File: config.mk
export PLATFORM = sky130hd
export DESIGN_NAME = sparse_matrix_entry_store_flat
export DESIGN_NICKNAME = d
export VERILOG_FILES = /design/src/rtl/smes_pkg.sv /design/src/rtl/smes_req_if.sv /design/src/rtl/smes_rsp_if.sv /design/src/rtl/smes_slot_ram.sv /design/src/rtl/sparse_matrix_entry_store.sv /design/src/flat_wrapper.sv
export SDC_FILE = /design/constraint.sdc
export NUM_CORES = 2
export LEC_CHECK = 0
export ABC_AREA = 1
export ABC_CLOCK_PERIOD_IN_PS = 7800
export BUFFER_PORTS_ARGS = -buffer_cell sky130_fd_sc_hd__buf_4
export CAP_MARGIN = 10
export CORE_MARGIN = 2
export CORE_UTILIZATION = 40
export CTS_BUF_LIST = sky130_fd_sc_hd__clkbuf_8
export DETAILED_ROUTE_END_ITERATION = 7
export PLACE_DENSITY = 0.65
export SLEW_MARGIN = 20
export SYNTH_ARGS = -nofsm -noshare
export SYNTH_HDL_FRONTEND = slang
export SYNTH_SLANG_ARGS = --single-unit
File: constraint.sdc
create_clock -name clk -period 7.8 [get_ports clk]
set_input_delay 0 -clock clk [delete_from_list [all_inputs] [get_ports clk]]
set_output_delay 0 -clock clk [all_outputs]
set_load 0.05 [all_outputs]
File: src/rtl/smes_pkg.sv
`default_nettype none
package smes_pkg;

    localparam int DIM_BITS       = 11;
    localparam int VALUE_BITS     = 32;
    localparam int STATUS_BITS    = 2;
    localparam int CFG_INDEX_BITS = 1;

    localparam logic [DIM_BITS-1:0] DIM_RESET = 11'd1024;

    localparam logic [STATUS_BITS-1:0] STATUS_OK     = 2'd0;
    localparam logic [STATUS_BITS-1:0] STATUS_BOUNDS = 2'd1;
    localparam logic [STATUS_BITS-1:0] STATUS_FULL   = 2'd2;

    localparam logic [CFG_INDEX_BITS-1:0] REG_ROW_COUNT    = 1'b0;
    localparam logic [CFG_INDEX_BITS-1:0] REG_COLUMN_COUNT = 1'b1;

    localparam logic MODE_READ  = 1'b0;
    localparam logic MODE_WRITE = 1'b1;

    typedef enum logic [1:0] {
        ST_CLEAR,
        ST_IDLE,
        ST_SCAN,
        ST_DECIDE
    } state_t;

endpackage
`default_nettype wire

File: src/rtl/smes_req_if.sv
`default_nettype none
interface smes_req_if #(
    parameter int INDEX_BITS = 10
);
    import smes_pkg::*;

    logic                  valid;
    logic                  ready;
    logic                  mode;
    logic [INDEX_BITS-1:0] row_index;
    logic [INDEX_BITS-1:0] col_index;
    logic [VALUE_BITS-1:0] write_value;

    modport source (
        output valid, mode, row_index, col_index, write_value,
        input  ready
    );

    modport sink (
        input  valid, mode, row_index, col_index, write_value,
        output ready
    );

endinterface
`default_nettype wire

File: src/rtl/smes_rsp_if.sv
`default_nettype none
interface smes_rsp_if;
    import smes_pkg::*;

    logic                   valid;
    logic                   ready;
    logic [VALUE_BITS-1:0]  read_value;
    logic [STATUS_BITS-1:0] status;

    modport source (
        output valid, read_value, status,
        input  ready
    );

    modport sink (
        input  valid, read_value, status,
        output ready
    );

endinterface
`default_nettype wire

File: src/rtl/smes_slot_ram.sv
`default_nettype none
module smes_slot_ram #(
    parameter int WIDTH     = 53,
    parameter int DEPTH     = 64,
    parameter int ADDR_BITS = $clog2(DEPTH)
) (
    input  wire logic                 clk,
    input  wire logic                 we,
    input  wire logic [ADDR_BITS-1:0] waddr,
    input  wire logic [WIDTH-1:0]     wdata,
    input  wire logic                 re,
    input  wire logic [ADDR_BITS-1:0] raddr,
    output logic      [WIDTH-1:0]     rdata
);

    logic [WIDTH-1:0] mem [DEPTH];
    logic [WIDTH-1:0] rdata_reg;

    always_ff @(posedge clk)
    begin
        if (we)
        begin
            mem[waddr] <= wdata;
        end
    end

    always_ff @(posedge clk)
    begin
        if (re)
        begin
            rdata_reg <= mem[raddr];
        end
    end

    assign rdata = rdata_reg;

endmodule
`default_nettype wire

File: src/rtl/sparse_matrix_entry_store.sv
`default_nettype none
// Channel   Modport  Payload                                    Notes
// request   sink     mode, row_index, col_index, write_value    read or write one element
// result    source   read_value, status                         one per request, registered
// cfg       write    cfg_write_en, cfg_index, cfg_data          row_count, column_count
//
// A request reads the slots in order through the slot table's single read port, one slot
// compared per cycle; a hit ends the scan, a miss compares every slot.
// An out of bounds write skips the scan and goes straight to the decide step.
// After reset a clearing pass writes every slot, with request.ready low.
// A result waiting in the output register does not block a new request; only the final
// step of the next request waits for it to be taken.
module sparse_matrix_entry_store #(
    parameter int SLOT_COUNT = 64,
    parameter int INDEX_BITS = 10
) (
    input  wire logic                                  clk,
    input  wire logic                                  rst_n,
    smes_req_if.sink                                   request,
    smes_rsp_if.source                                 result,
    input  wire logic                                  cfg_write_en,
    input  wire logic [smes_pkg::CFG_INDEX_BITS-1:0]   cfg_index,
    input  wire logic [smes_pkg::DIM_BITS-1:0]         cfg_data
);
    import smes_pkg::*;

    localparam int ADDR_BITS = $clog2(SLOT_COUNT);
    localparam int CMP_BITS  = (INDEX_BITS > DIM_BITS) ? INDEX_BITS : DIM_BITS;
    localparam logic [ADDR_BITS-1:0] LAST_ADDR = ADDR_BITS'(SLOT_COUNT - 1);

    typedef struct packed {
        logic                  valid;
        logic [INDEX_BITS-1:0] row;
        logic [INDEX_BITS-1:0] col;
        logic [VALUE_BITS-1:0] value;
    } slot_t;

    localparam int SLOT_BITS = $bits(slot_t);

    state_t state_reg, state_next;

    logic [DIM_BITS-1:0]    row_count_reg;
    logic [DIM_BITS-1:0]    column_count_reg;

    logic [ADDR_BITS-1:0]   scan_addr_reg,  scan_addr_next;
    logic                   issue_done_reg, issue_done_next;
    logic                   check_pend_reg, check_pend_next;
    logic [ADDR_BITS-1:0]   check_addr_reg, check_addr_next;
    logic                   hit_reg,        hit_next;
    logic [ADDR_BITS-1:0]   hit_addr_reg,   hit_addr_next;
    logic [VALUE_BITS-1:0]  hit_value_reg,  hit_value_next;
    logic                   free_found_reg, free_found_next;
    logic [ADDR_BITS-1:0]   free_addr_reg,  free_addr_next;
    logic                   bounds_reg,     bounds_next;

    logic                   op_mode_reg,    op_mode_next;
    logic [INDEX_BITS-1:0]  op_row_reg,     op_row_next;
    logic [INDEX_BITS-1:0]  op_col_reg,     op_col_next;
    logic [VALUE_BITS-1:0]  op_value_reg,   op_value_next;

    logic                   out_valid_reg,  out_valid_next;
    logic [VALUE_BITS-1:0]  out_value_reg,  out_value_next;
    logic [STATUS_BITS-1:0] out_status_reg, out_status_next;

    logic                   ram_we;
    logic [ADDR_BITS-1:0]   ram_waddr;
    logic [SLOT_BITS-1:0]   ram_wdata;
    logic                   ram_re;
    logic [ADDR_BITS-1:0]   ram_raddr;
    logic [SLOT_BITS-1:0]   ram_rdata;

    slot_t                  rd_slot;
    slot_t                  wr_slot;
    logic                   slot_match;
    logic                   req_out_of_bounds;

    smes_slot_ram #(
        .WIDTH     (SLOT_BITS),
        .DEPTH     (SLOT_COUNT),
        .ADDR_BITS (ADDR_BITS)
    ) u_slot_ram (
        .clk   (clk),
        .we    (ram_we),
        .waddr (ram_waddr),
        .wdata (ram_wdata),
        .re    (ram_re),
        .raddr (ram_raddr),
        .rdata (ram_rdata)
    );

    assign rd_slot    = slot_t'(ram_rdata);
    assign slot_match = rd_slot.valid && (rd_slot.row == op_row_reg)
                        && (rd_slot.col == op_col_reg);
    assign ram_wdata  = wr_slot;

    assign req_out_of_bounds =
        (CMP_BITS'(request.row_index) >= CMP_BITS'(row_count_reg)) ||
        (CMP_BITS'(request.col_index) >= CMP_BITS'(column_count_reg));

    assign request.ready     = (state_reg == ST_IDLE);
    assign result.valid      = out_valid_reg;
    assign result.read_value = out_value_reg;
    assign result.status     = out_status_reg;

    always_ff @(posedge clk or negedge rst_n)
    begin
        if (!rst_n)
        begin
            row_count_reg    <= DIM_RESET;
            column_count_reg <= DIM_RESET;
        end
        else if (cfg_write_en)
        begin
            case (cfg_index)
                REG_ROW_COUNT:    row_count_reg    <= cfg_data;
                REG_COLUMN_COUNT: column_count_reg <= cfg_data;
                default:          ;
            endcase
        end
    end

    always_ff @(posedge clk or negedge rst_n)
    begin
        if (!rst_n)
        begin
            state_reg      <= ST_CLEAR;
            scan_addr_reg  <= '0;
            issue_done_reg <= 1'b0;
            check_pend_reg <= 1'b0;
            hit_reg        <= 1'b0;
            free_found_reg <= 1'b0;
            bounds_reg     <= 1'b0;
            out_valid_reg  <= 1'b0;
        end
        else
        begin
            state_reg      <= state_next;
            scan_addr_reg  <= scan_addr_next;
            issue_done_reg <= issue_done_next;
            check_pend_reg <= check_pend_next;
            hit_reg        <= hit_next;
            free_found_reg <= free_found_next;
            bounds_reg     <= bounds_next;
            out_valid_reg  <= out_valid_next;
        end
    end

    always_ff @(posedge clk)
    begin
        check_addr_reg <= check_addr_next;
        hit_addr_reg   <= hit_addr_next;
        hit_value_reg  <= hit_value_next;
        free_addr_reg  <= free_addr_next;
        op_mode_reg    <= op_mode_next;
        op_row_reg     <= op_row_next;
        op_col_reg     <= op_col_next;
        op_value_reg   <= op_value_next;
        out_value_reg  <= out_value_next;
        out_status_reg <= out_status_next;
    end

    always_comb
    begin
        state_next      = state_reg;
        scan_addr_next  = scan_addr_reg;
        issue_done_next = issue_done_reg;
        check_pend_next = check_pend_reg;
        check_addr_next = check_addr_reg;
        hit_next        = hit_reg;
        hit_addr_next   = hit_addr_reg;
        hit_value_next  = hit_value_reg;
        free_found_next = free_found_reg;
        free_addr_next  = free_addr_reg;
        bounds_next     = bounds_reg;
        op_mode_next    = op_mode_reg;
        op_row_next     = op_row_reg;
        op_col_next     = op_col_reg;
        op_value_next   = op_value_reg;
        out_valid_next  = out_valid_reg && !result.ready;
        out_value_next  = out_value_reg;
        out_status_next = out_status_reg;

        ram_we    = 1'b0;
        ram_waddr = scan_addr_reg;
        ram_re    = 1'b0;
        ram_raddr = scan_addr_reg;
        wr_slot   = '0;

        case (state_reg)
            ST_CLEAR:
            begin
                // wr_slot stays zero: valid mark cleared
                ram_we = 1'b1;
                if (scan_addr_reg == LAST_ADDR)
                begin
                    scan_addr_next = '0;
                    state_next     = ST_IDLE;
                end
                else
                begin
                    scan_addr_next = scan_addr_reg + 1'b1;
                end
            end

            ST_IDLE:
            begin
                if (request.valid)
                begin
                    op_mode_next    = request.mode;
                    op_row_next     = request.row_index;
                    op_col_next     = request.col_index;
                    op_value_next   = request.write_value;
                    scan_addr_next  = '0;
                    issue_done_next = 1'b0;
                    check_pend_next = 1'b0;
                    hit_next        = 1'b0;
                    free_found_next = 1'b0;
                    bounds_next     = (request.mode == MODE_WRITE) && req_out_of_bounds;
                    if ((request.mode == MODE_WRITE) && req_out_of_bounds)
                    begin
                        state_next = ST_DECIDE;
                    end
                    else
                    begin
                        state_next = ST_SCAN;
                    end
                end
            end

            ST_SCAN:
            begin
                // read of slot n overlaps the compare of slot n-1
                if (!issue_done_reg)
                begin
                    ram_re          = 1'b1;
                    check_pend_next = 1'b1;
                    check_addr_next = scan_addr_reg;
                    if (scan_addr_reg == LAST_ADDR)
                    begin
                        issue_done_next = 1'b1;
                    end
                    else
                    begin
                        scan_addr_next = scan_addr_reg + 1'b1;
                    end
                end
                else
                begin
                    check_pend_next = 1'b0;
                end

                if (check_pend_reg)
                begin
                    if (slot_match)
                    begin
                        hit_next       = 1'b1;
                        hit_addr_next  = check_addr_reg;
                        hit_value_next = rd_slot.value;
                        state_next     = ST_DECIDE;
                    end
                    else
                    begin
                        if (!rd_slot.valid && !free_found_reg)
                        begin
                            free_found_next = 1'b1;
                            free_addr_next  = check_addr_reg;
                        end
                        if (check_addr_reg == LAST_ADDR)
                        begin
                            state_next = ST_DECIDE;
                        end
                    end
                end
            end

            ST_DECIDE:
            begin
                if (!out_valid_reg || result.ready)
                begin
                    out_valid_next  = 1'b1;
                    out_value_next  = '0;
                    out_status_next = STATUS_OK;
                    state_next      = ST_IDLE;

                    wr_slot.valid = 1'b1;
                    wr_slot.row   = op_row_reg;
                    wr_slot.col   = op_col_reg;
                    wr_slot.value = op_value_reg;

                    if (op_mode_reg == MODE_READ)
                    begin
                        if (hit_reg)
                        begin
                            out_value_next = hit_value_reg;
                        end
                    end
                    else if (bounds_reg)
                    begin
                        out_status_next = STATUS_BOUNDS;
                    end
                    else if (hit_reg)
                    begin
                        // zero value frees the slot
                        ram_we        = 1'b1;
                        ram_waddr     = hit_addr_reg;
                        wr_slot.valid = (op_value_reg != '0);
                    end
                    else if (op_value_reg != '0)
                    begin
                        if (free_found_reg)
                        begin
                            ram_we    = 1'b1;
                            ram_waddr = free_addr_reg;
                        end
                        else
                        begin
                            out_status_next = STATUS_FULL;
                        end
                    end
                end
            end

            default:
            begin
                state_next = ST_IDLE;
            end
        endcase
    end

endmodule
`default_nettype wire

File: src/flat_wrapper.sv
// flat-port wrapper written by rule: the top's interface ports become plain ports
module sparse_matrix_entry_store_flat import smes_pkg::*;
#(
    parameter int SLOT_COUNT = 64,
    parameter int INDEX_BITS = 10
)
  (clk, rst_n, cfg_write_en, cfg_index, cfg_data, request_valid, request_mode, request_row_index, request_col_index, request_write_value, request_ready, result_valid, result_read_value, result_status, result_ready);
  smes_req_if #(.INDEX_BITS(INDEX_BITS)) request_i ();
  smes_rsp_if result_i ();
  input  wire logic clk;
  input  wire logic rst_n;
  input  wire logic cfg_write_en;
  input  wire logic [smes_pkg::CFG_INDEX_BITS-1:0] cfg_index;
  input  wire logic [smes_pkg::DIM_BITS-1:0] cfg_data;
  input wire logic [$bits(request_i.valid)-1:0] request_valid;
  input wire logic [$bits(request_i.mode)-1:0] request_mode;
  input wire logic [$bits(request_i.row_index)-1:0] request_row_index;
  input wire logic [$bits(request_i.col_index)-1:0] request_col_index;
  input wire logic [$bits(request_i.write_value)-1:0] request_write_value;
  output wire logic [$bits(request_i.ready)-1:0] request_ready;
  output wire logic [$bits(result_i.valid)-1:0] result_valid;
  output wire logic [$bits(result_i.read_value)-1:0] result_read_value;
  output wire logic [$bits(result_i.status)-1:0] result_status;
  input wire logic [$bits(result_i.ready)-1:0] result_ready;
  assign request_i.valid = request_valid;
  assign request_i.mode = request_mode;
  assign request_i.row_index = request_row_index;
  assign request_i.col_index = request_col_index;
  assign request_i.write_value = request_write_value;
  assign request_ready = request_i.ready;
  assign result_valid = result_i.valid;
  assign result_read_value = result_i.read_value;
  assign result_status = result_i.status;
  assign result_i.ready = result_ready;
  sparse_matrix_entry_store #(.SLOT_COUNT(SLOT_COUNT), .INDEX_BITS(INDEX_BITS)) u_core (.clk(clk), .rst_n(rst_n), .request(request_i), .result(result_i), .cfg_write_en(cfg_write_en), .cfg_index(cfg_index), .cfg_data(cfg_data));
endmodule
# After elaboration in Yosys (flattened, before gate mapping)
# Memories as Yosys holds them, arrays and structs flattened. A register that Yosys moved wholly into a read port is not among the register bits.
# Index checks and enable logic that the tools add are counted.
# classes
addsub	1
mul	0
div	0
order_cmp	2
eq_ne	17
n_shift	0
n_mux	54
n_bitwise	6
n_reduce_logical	29
# op_table
op	count
two-way mux 53 bit	2
two-way mux 6 bit	11
nonzero test 32 bit	1
two-way mux 1 bit	27
>= comparator 10 x 11 -> 1 bit	2
equality test 10 bit	2
case mux 6 bit (3 select lines)	1
two-way mux 2 bit	7
equality test 6 bit (second input constant)	2
AND reduction 2 bit	6
AND reduction 4 bit	3
inequality test 2 x 1 -> 1 bit (second input constant)	5
case mux 1 bit (2 select lines)	5
AND reduction 5 bit	2
inequality test 2 bit (second input constant)	4
case mux 2 bit (4 select lines)	1
adder 6 x 1 -> 6 bit (second input constant)	1
NOT 1 bit	6
logical AND 1 bit	5
equality test 2 bit (second input constant)	2
logical NOT 1 bit	4
OR reduction 4 bit	1
inequality test 3 x 1 -> 1 bit (second input constant)	1
AND reduction 3 bit	1
6 further kinds	7
# totals
regBits	173
latch_bits	0
ram_bits	3392
romBits	0
output_inout_bits	36
wordCells	131
mem_count	1
# mem_list
memory	depth	word_bits	rd	rd_ports_with_merged_regs	write_ports	line_no	rtl
u_core.u_slot_ram.mem	64	53	1	1	1	smes_slot_ram.sv:16	logic [WIDTH-1:0] mem [DEPTH];

# Logic depth before layout (Yosys ltp)
# depth
depth_word	9
mapped_depth	14
depth_no_buf	13

# Hierarchy
# Synthesis repeated with hierarchy kept, for this count alone.
# unflattened
hier_cells	11968
hier_area_um2	145595.9
# by_module_without_submodules
mod	instances	cells_each	area_per_inst_um2
smes_slot_ram	1	11174	137777.1
sparse_matrix_entry_store	1	794	7818.7

# Worst setup path after synthesis
# No wires, ideal clock.
# synth_timing
path_kind	reg2reg
startpoint	register u_core.out_valid_reg (netlist: u_core.result.valid)
endpoint	memory u_core.u_slot_ram.mem[17][0], enable pin
setup_time_ps	464
arrival_time_ps	5042
required_ps	7336
setup_slack_ps	2294
stages_incl_launch_ff	10
path_cell_list	dfrtp_1 -> inv_1 -> nor2_1 -> nor2_2 -> inv_2 -> nor2_4 -> nand2_2 -> a21oi_2 -> nand4_1 -> nor2_1
# synth_between
elab_chain_len	6
elab_cells_between_ends	8
# synth_lines
item	line_no	rtl
start: declaration	sparse_matrix_entry_store.sv:61	logic out_valid_reg, out_valid_next;
start signal: assignment	sparse_matrix_entry_store.sv:144	out_valid_reg <= out_valid_next;
logical NOT 1 bit *	sparse_matrix_entry_store.sv:278	if (!out_valid_reg || result.ready)
logical OR 1 bit *	sparse_matrix_entry_store.sv:278	
two-way mux 1 bit	sparse_matrix_entry_store.sv:278	
case mux 1 bit (2 select lines)	sparse_matrix_entry_store.sv:189	case (state_reg)
two-way mux 1 bit	smes_slot_ram.sv:21	if (we)
two-way mux 1 bit (implied by the code)	smes_slot_ram.sv:23	mem[waddr] <= wdata;
end: declaration	smes_slot_ram.sv:16	
# Every way passes the cells marked *; elsewhere a longest branch is shown, timed or not.

# Worst setup path in the final report
# layout_timing
startpoint	register u_core.state_reg[0]
endpoint	memory u_core.u_slot_ram.mem[47][18], enable pin
# layout_between
elab_chain_len	4
elab_cells_between_ends	6
# layout_lines
item	line_no	rtl
start: declaration	sparse_matrix_entry_store.sv:40	state_t state_reg, state_next;
start signal: assignment	sparse_matrix_entry_store.sv:137	state_reg <= state_next;
equality test 2 bit or logical NOT 2 bit (tied branches)	sparse_matrix_entry_store.sv:189	
case mux 1 bit (2 select lines)	sparse_matrix_entry_store.sv:189	
two-way mux 1 bit	smes_slot_ram.sv:21	
two-way mux 1 bit (implied by the code)	smes_slot_ram.sv:23	
# Several ways; a longest one is shown, not always the timed one.

==> out/results.md <==
| Item | Value | Unit |
|---|---|---|
| Run status | complete, no violations | - |
| Number of maximum-capacitance constraint violations | 0 | - |
| Layout filler cell count | 31100 | - |
| Leak Pwr | 54.6 | nW |
| Detail-routed net length per standard cell | 27.0 | µm |
| Cell type of the slowest stage on the worst timing path | sky130_fd_sc_hd__nor2_4 | - |
| Number of DRC violations after detailed routing | 0 | - |
| CTS Hold Buffers Added | 141 | - |
| Most used DFF post-synth | sky130_fd_sc_hd__edfxtp_1 | - |
| Die Height | 601 | µm |
| Share of flip-flops with an asynchronous set or reset | 0.00995 | - |
| Share of the core filled with cells | 0.453 | - |
| Nature of the critical path endpoint | flop | - |
| Initial Utilization | 0.401 | - |
| Grt ovf | 0 | - |
| Flip-flop and latch count after synthesis | 3618 | - |
| Number of setup violations in the final report | 0 | - |
| Class of the most critical hold timing path | in -> reg | - |
| Nets | 11100 | - |
| Global-route wire length before repair | 627000 | µm |
| Area of the multi-input gates | 31000 | µm² |
| Dominant cell type by count on the critical path | sky130_fd_sc_hd__nor2_4 | - |
| Total negative slack for setup checks | 0 | ns |
| Fin crit share | 0.654 | - |
| Post-CTS setup buffers | 0 | - |
| Buf+Inv Stages, Crit Path | 3 | - |
| Hold Path Depth | 7 | - |
| H-Tree Level Count | 6 | - |
| Highest net fanout along the worst path | 34 | - |
| Family with the most delay on the worst path | simple AND/OR/NAND/NOR gates | - |
| Total power density per cell area | 354 | nW/µm² |
| Total Die Area | 361000 | µm² |
| Setup repair after global routing missed its margin | false | - |
| Synthesized net count | 10800 | - |
| Startpoint of the worst setup timing path | u_core.state_reg[0] | - |
| Die X | 601 | µm |
| Vias per cell | 5.83 | - |
| Post-route minimum period | 5.10 | ns |
| Number of synthesized flops with an enable pin | 3582 | - |
| Number of clock buffers inserted by TritonCTS | 569 | - |
| Number of sinks handled by clock tree synthesis | 3618 | - |
| Count of cells resized by post-cts repair | 0 | - |
| TritonCTS clock tree | yes | - |
| Detailed placement HPWL | 230000 | µm |
| Most heavily used metal layer in global routing | met2 | - |
| List of cells traversed by the critical path | ha_1 -> inv_4 -> nor2_4 -> inv_2 -> nor2_4 -> nand3_1 -> nand2_1 -> nor2_1 -> nand3_1 -> nor2_4 -> buf_4 | - |
| Number of top-level pins | 106 | - |
| Detailed-router iteration count before antenna repair | 6 | - |
| Worst-case vdd ir drop | 305 | µV |
| CTS root buf | sky130_fd_sc_hd__clkbuf_8 | - |
| Number of placement rows | 219 | - |
| Post-Route Skew | 0.0672 | ns |
| WP data required | 8.46 | ns |
| Tightest slew margin relative to the limit | 0.200 | - |
| Clock-pin slew on the worst setup and hold paths | 0.06 | ns |
| Vias in the first global route | 90600 | - |
| Critical path type | reg -> reg | - |
| Highest Clock Rate | 196 | MHz |
| Number of buffer cells added on primary ports | 105 | - |
| Layout cells sized above 1 | 0.104 | - |
| Fraction of post-synthesis cell area in the top cell type by area | 0.756 | - |
| FF-to-FF Start | u_core.state_reg[0] | - |
| Leading cell type in the layout, fill and taps excluded | sky130_fd_sc_hd__edfxtp_1 | - |
| Clock insertion delay at the later pin of the skew report | 1.07 | ns |
| Count of synthesis-stage warnings from yosys | 0 | - |
| Dominant cells by area after synthesis | sky130_fd_sc_hd__edfxtp_1 (76%), sky130_fd_sc_hd__o21ai_0 (4.6%), sky130_fd_sc_hd__nor2_1 (4.0%) | - |
| Violation count after the first detailed-routing iteration | 13900 | - |
| Flip-flop count of the largest register after layout | 3392 | - |
| Mean post-synth cell area | 13.3 | µm² |
| Distinct cell type count of the synthesized netlist | 44 | - |
| Met2 Track Usage GR | 0.367 | - |
| Pin count of the biggest net entering global routing | 168 | - |
| Total design power | 57.0 | mW |
| Met3 Track Usage GR | 0.0498 | - |
| Area added between synthesis and finish | 12.9 | % |
| Cell depth of the worst flop-to-flop path | 11 | - |
| Least-Margin Pin Slew | 1.20 | ns |
| Core outline area | 355000 | µm² |
| Number of hold violations in the final report | 0 | - |
| Most area-hungry cell type in the Yosys netlist | sky130_fd_sc_hd__edfxtp_1 | - |
| Critical Path Start Type | flop | - |
| Highest cell delay on the worst timing path | 1.10 | ns |
| Pins Over Slew Limit | 0 | - |
| Total vias in the final route | 94500 | - |
| Startpoint of the most critical hold path | request_col_index[7] | - |
| Share of the yosys chip area belonging to registers | 0.762 | - |
| Gate count after technology mapping | 10700 | - |
| Synth Cell Area | 142000 | µm² |
| Number of cells on the critical path | 11 | - |
| Final wirelength | 438000 | µm |
| Aggregate global-route resource usage | 0.234 | - |
| Number of nets still failing antenna checks after routing | 0 | - |
| Clock buffer depth | 4 | - |
| Register area | 108000 | µm² |
| Routability congestion estimate from global placement | 0.911 | - |
| Most frequent cells in the layout | sky130_fd_sc_hd__edfxtp_1 (3582), sky130_fd_sc_hd__nand2_1 (1470), sky130_fd_sc_hd__nor2_1 (1392) | - |
| Arrival time worst endpoint | 5.76 | ns |
| Met1 usage in global routing | 0.317 | - |
| Antenna violations before repair | 21 | - |
[path summary, 6_finish.rpt]
check | to | slack [ns]
worst min register to register | u_core.hit_value_reg[1] | 0.42
worst max register to register | u_core.u_slot_ram.mem[47][18] | 2.70
worst max-delay path | u_core.u_slot_ram.mem[47][18] | 2.70
max in group asynchronous | u_core.column_count_reg[10] | 6.80
worst min-delay path | u_core.bounds_reg | 0.18
min in group asynchronous | u_core.ram_raddr[4] | 0.72
[synthesized netlist by cell type (all sizes together) (2+ instances only)]
| cell type | count |
|---|---|
| o21ai | 1381 |
| nand3 | 427 |
| nor2 | 1513 |
| or2 | 30 |
| ha | 25 |
| nand2 | 1474 |
| nor4 | 3 |
| xnor2 | 5 |
| mux2i | 203 |
| buf | 339 |
| o31ai | 21 |
| inv | 112 |
| dfstp | 2 |
| clkbuf | 374 |
| edfxtp | 3582 |
| o2111ai | 2 |
| a211oi | 2 |
| o22ai | 653 |
| a21oi | 322 |
| xor2 | 3 |
| nor3 | 3 |
| dfrtp | 34 |
| o21bai | 2 |
| o211ai | 159 |
| nand4 | 6 |
[routing by layer]
| layer | vias to the layer above | wire (µm) |
|---|---|---|
| li1 | 40100 | - |
| met2 | 6409 | 201000 |
| met5 | - | 30 |
| met3 | 914 | 52800 |
| met1 | 47000 | 166000 |
| met4 | 4 | 18800 |
[cells by family (layout without fill, tap and decap cells)]
logic type / count (synthesis) / in the layout / share of synthesized area
muxes: 204 / 204 / 0.0144
xor gates and xnor gates: 8 / 8 / 0.000492
AOI/OAI and AO/OA: 2545 / 2545 / 0.0986
buffers and inverters: 825 / 1587 / 0.0265
adders and majority gates: 25 / 25 / 0.00220
DFF: 3618 / 3618 / 0.762
and+or+nand+nor: 3457 / 3457 / 0.0958
other: 0 / 17 / 0
[stage by stage]
stage / setup WS [ns] / instance area [µm²] / hold slack, ns / std cells
CTS: 2.76 / 161000 / 0.0941 / 16200
detailed placement: 2.80 / 149000 / 0.0306 / 15100
global route: 2.50 / 161000 / 0.192 / 16200
global placement: 2.83 / 149000 / 0.0186 / 15100
finish: 2.70 / 161000 / 0.178 / 16200
floorplan: 2.29 / 142000 / -0.296 / 10700
[worst reg2reg max path: stages (launching register included)]
cell and delay, ns:
sky130_fd_sc_hd__dfrtp_1 0.41, sky130_fd_sc_hd__ha_1 0.27, sky130_fd_sc_hd__inv_4 0.50, sky130_fd_sc_hd__nor2_4 0.08
sky130_fd_sc_hd__inv_2 0.37, sky130_fd_sc_hd__nor2_4 0.12, sky130_fd_sc_hd__nand3_1 0.13, sky130_fd_sc_hd__nand2_1 0.16
sky130_fd_sc_hd__nor2_1 0.25, sky130_fd_sc_hd__nand3_1 0.54, sky130_fd_sc_hd__nor2_4 1.10, sky130_fd_sc_hd__buf_4 0.69
[area by class of cell]
cell class / instances / area share
diodes: 17 / 0.000265
clock buffers: 589 / 0.0504
clock inverters: 405 / 0.0141
inverters: 112 / 0.00287
multi-input cells: 6239 / 0.193
flip-flops and latches: 3618 / 0.675
well taps: 4751 / 0.0370
repair buffers: 481 / 0.0273
[report_power, final]
part           total (mW)  switching, mW  internal (mW)
sequential           23.8          0.505           23.3
clock                15.0           7.45           7.57
combinational        18.2           13.6           4.54
total                57.0           21.6           35.4
Note: power is estimated with default switching activity, not from simulation.
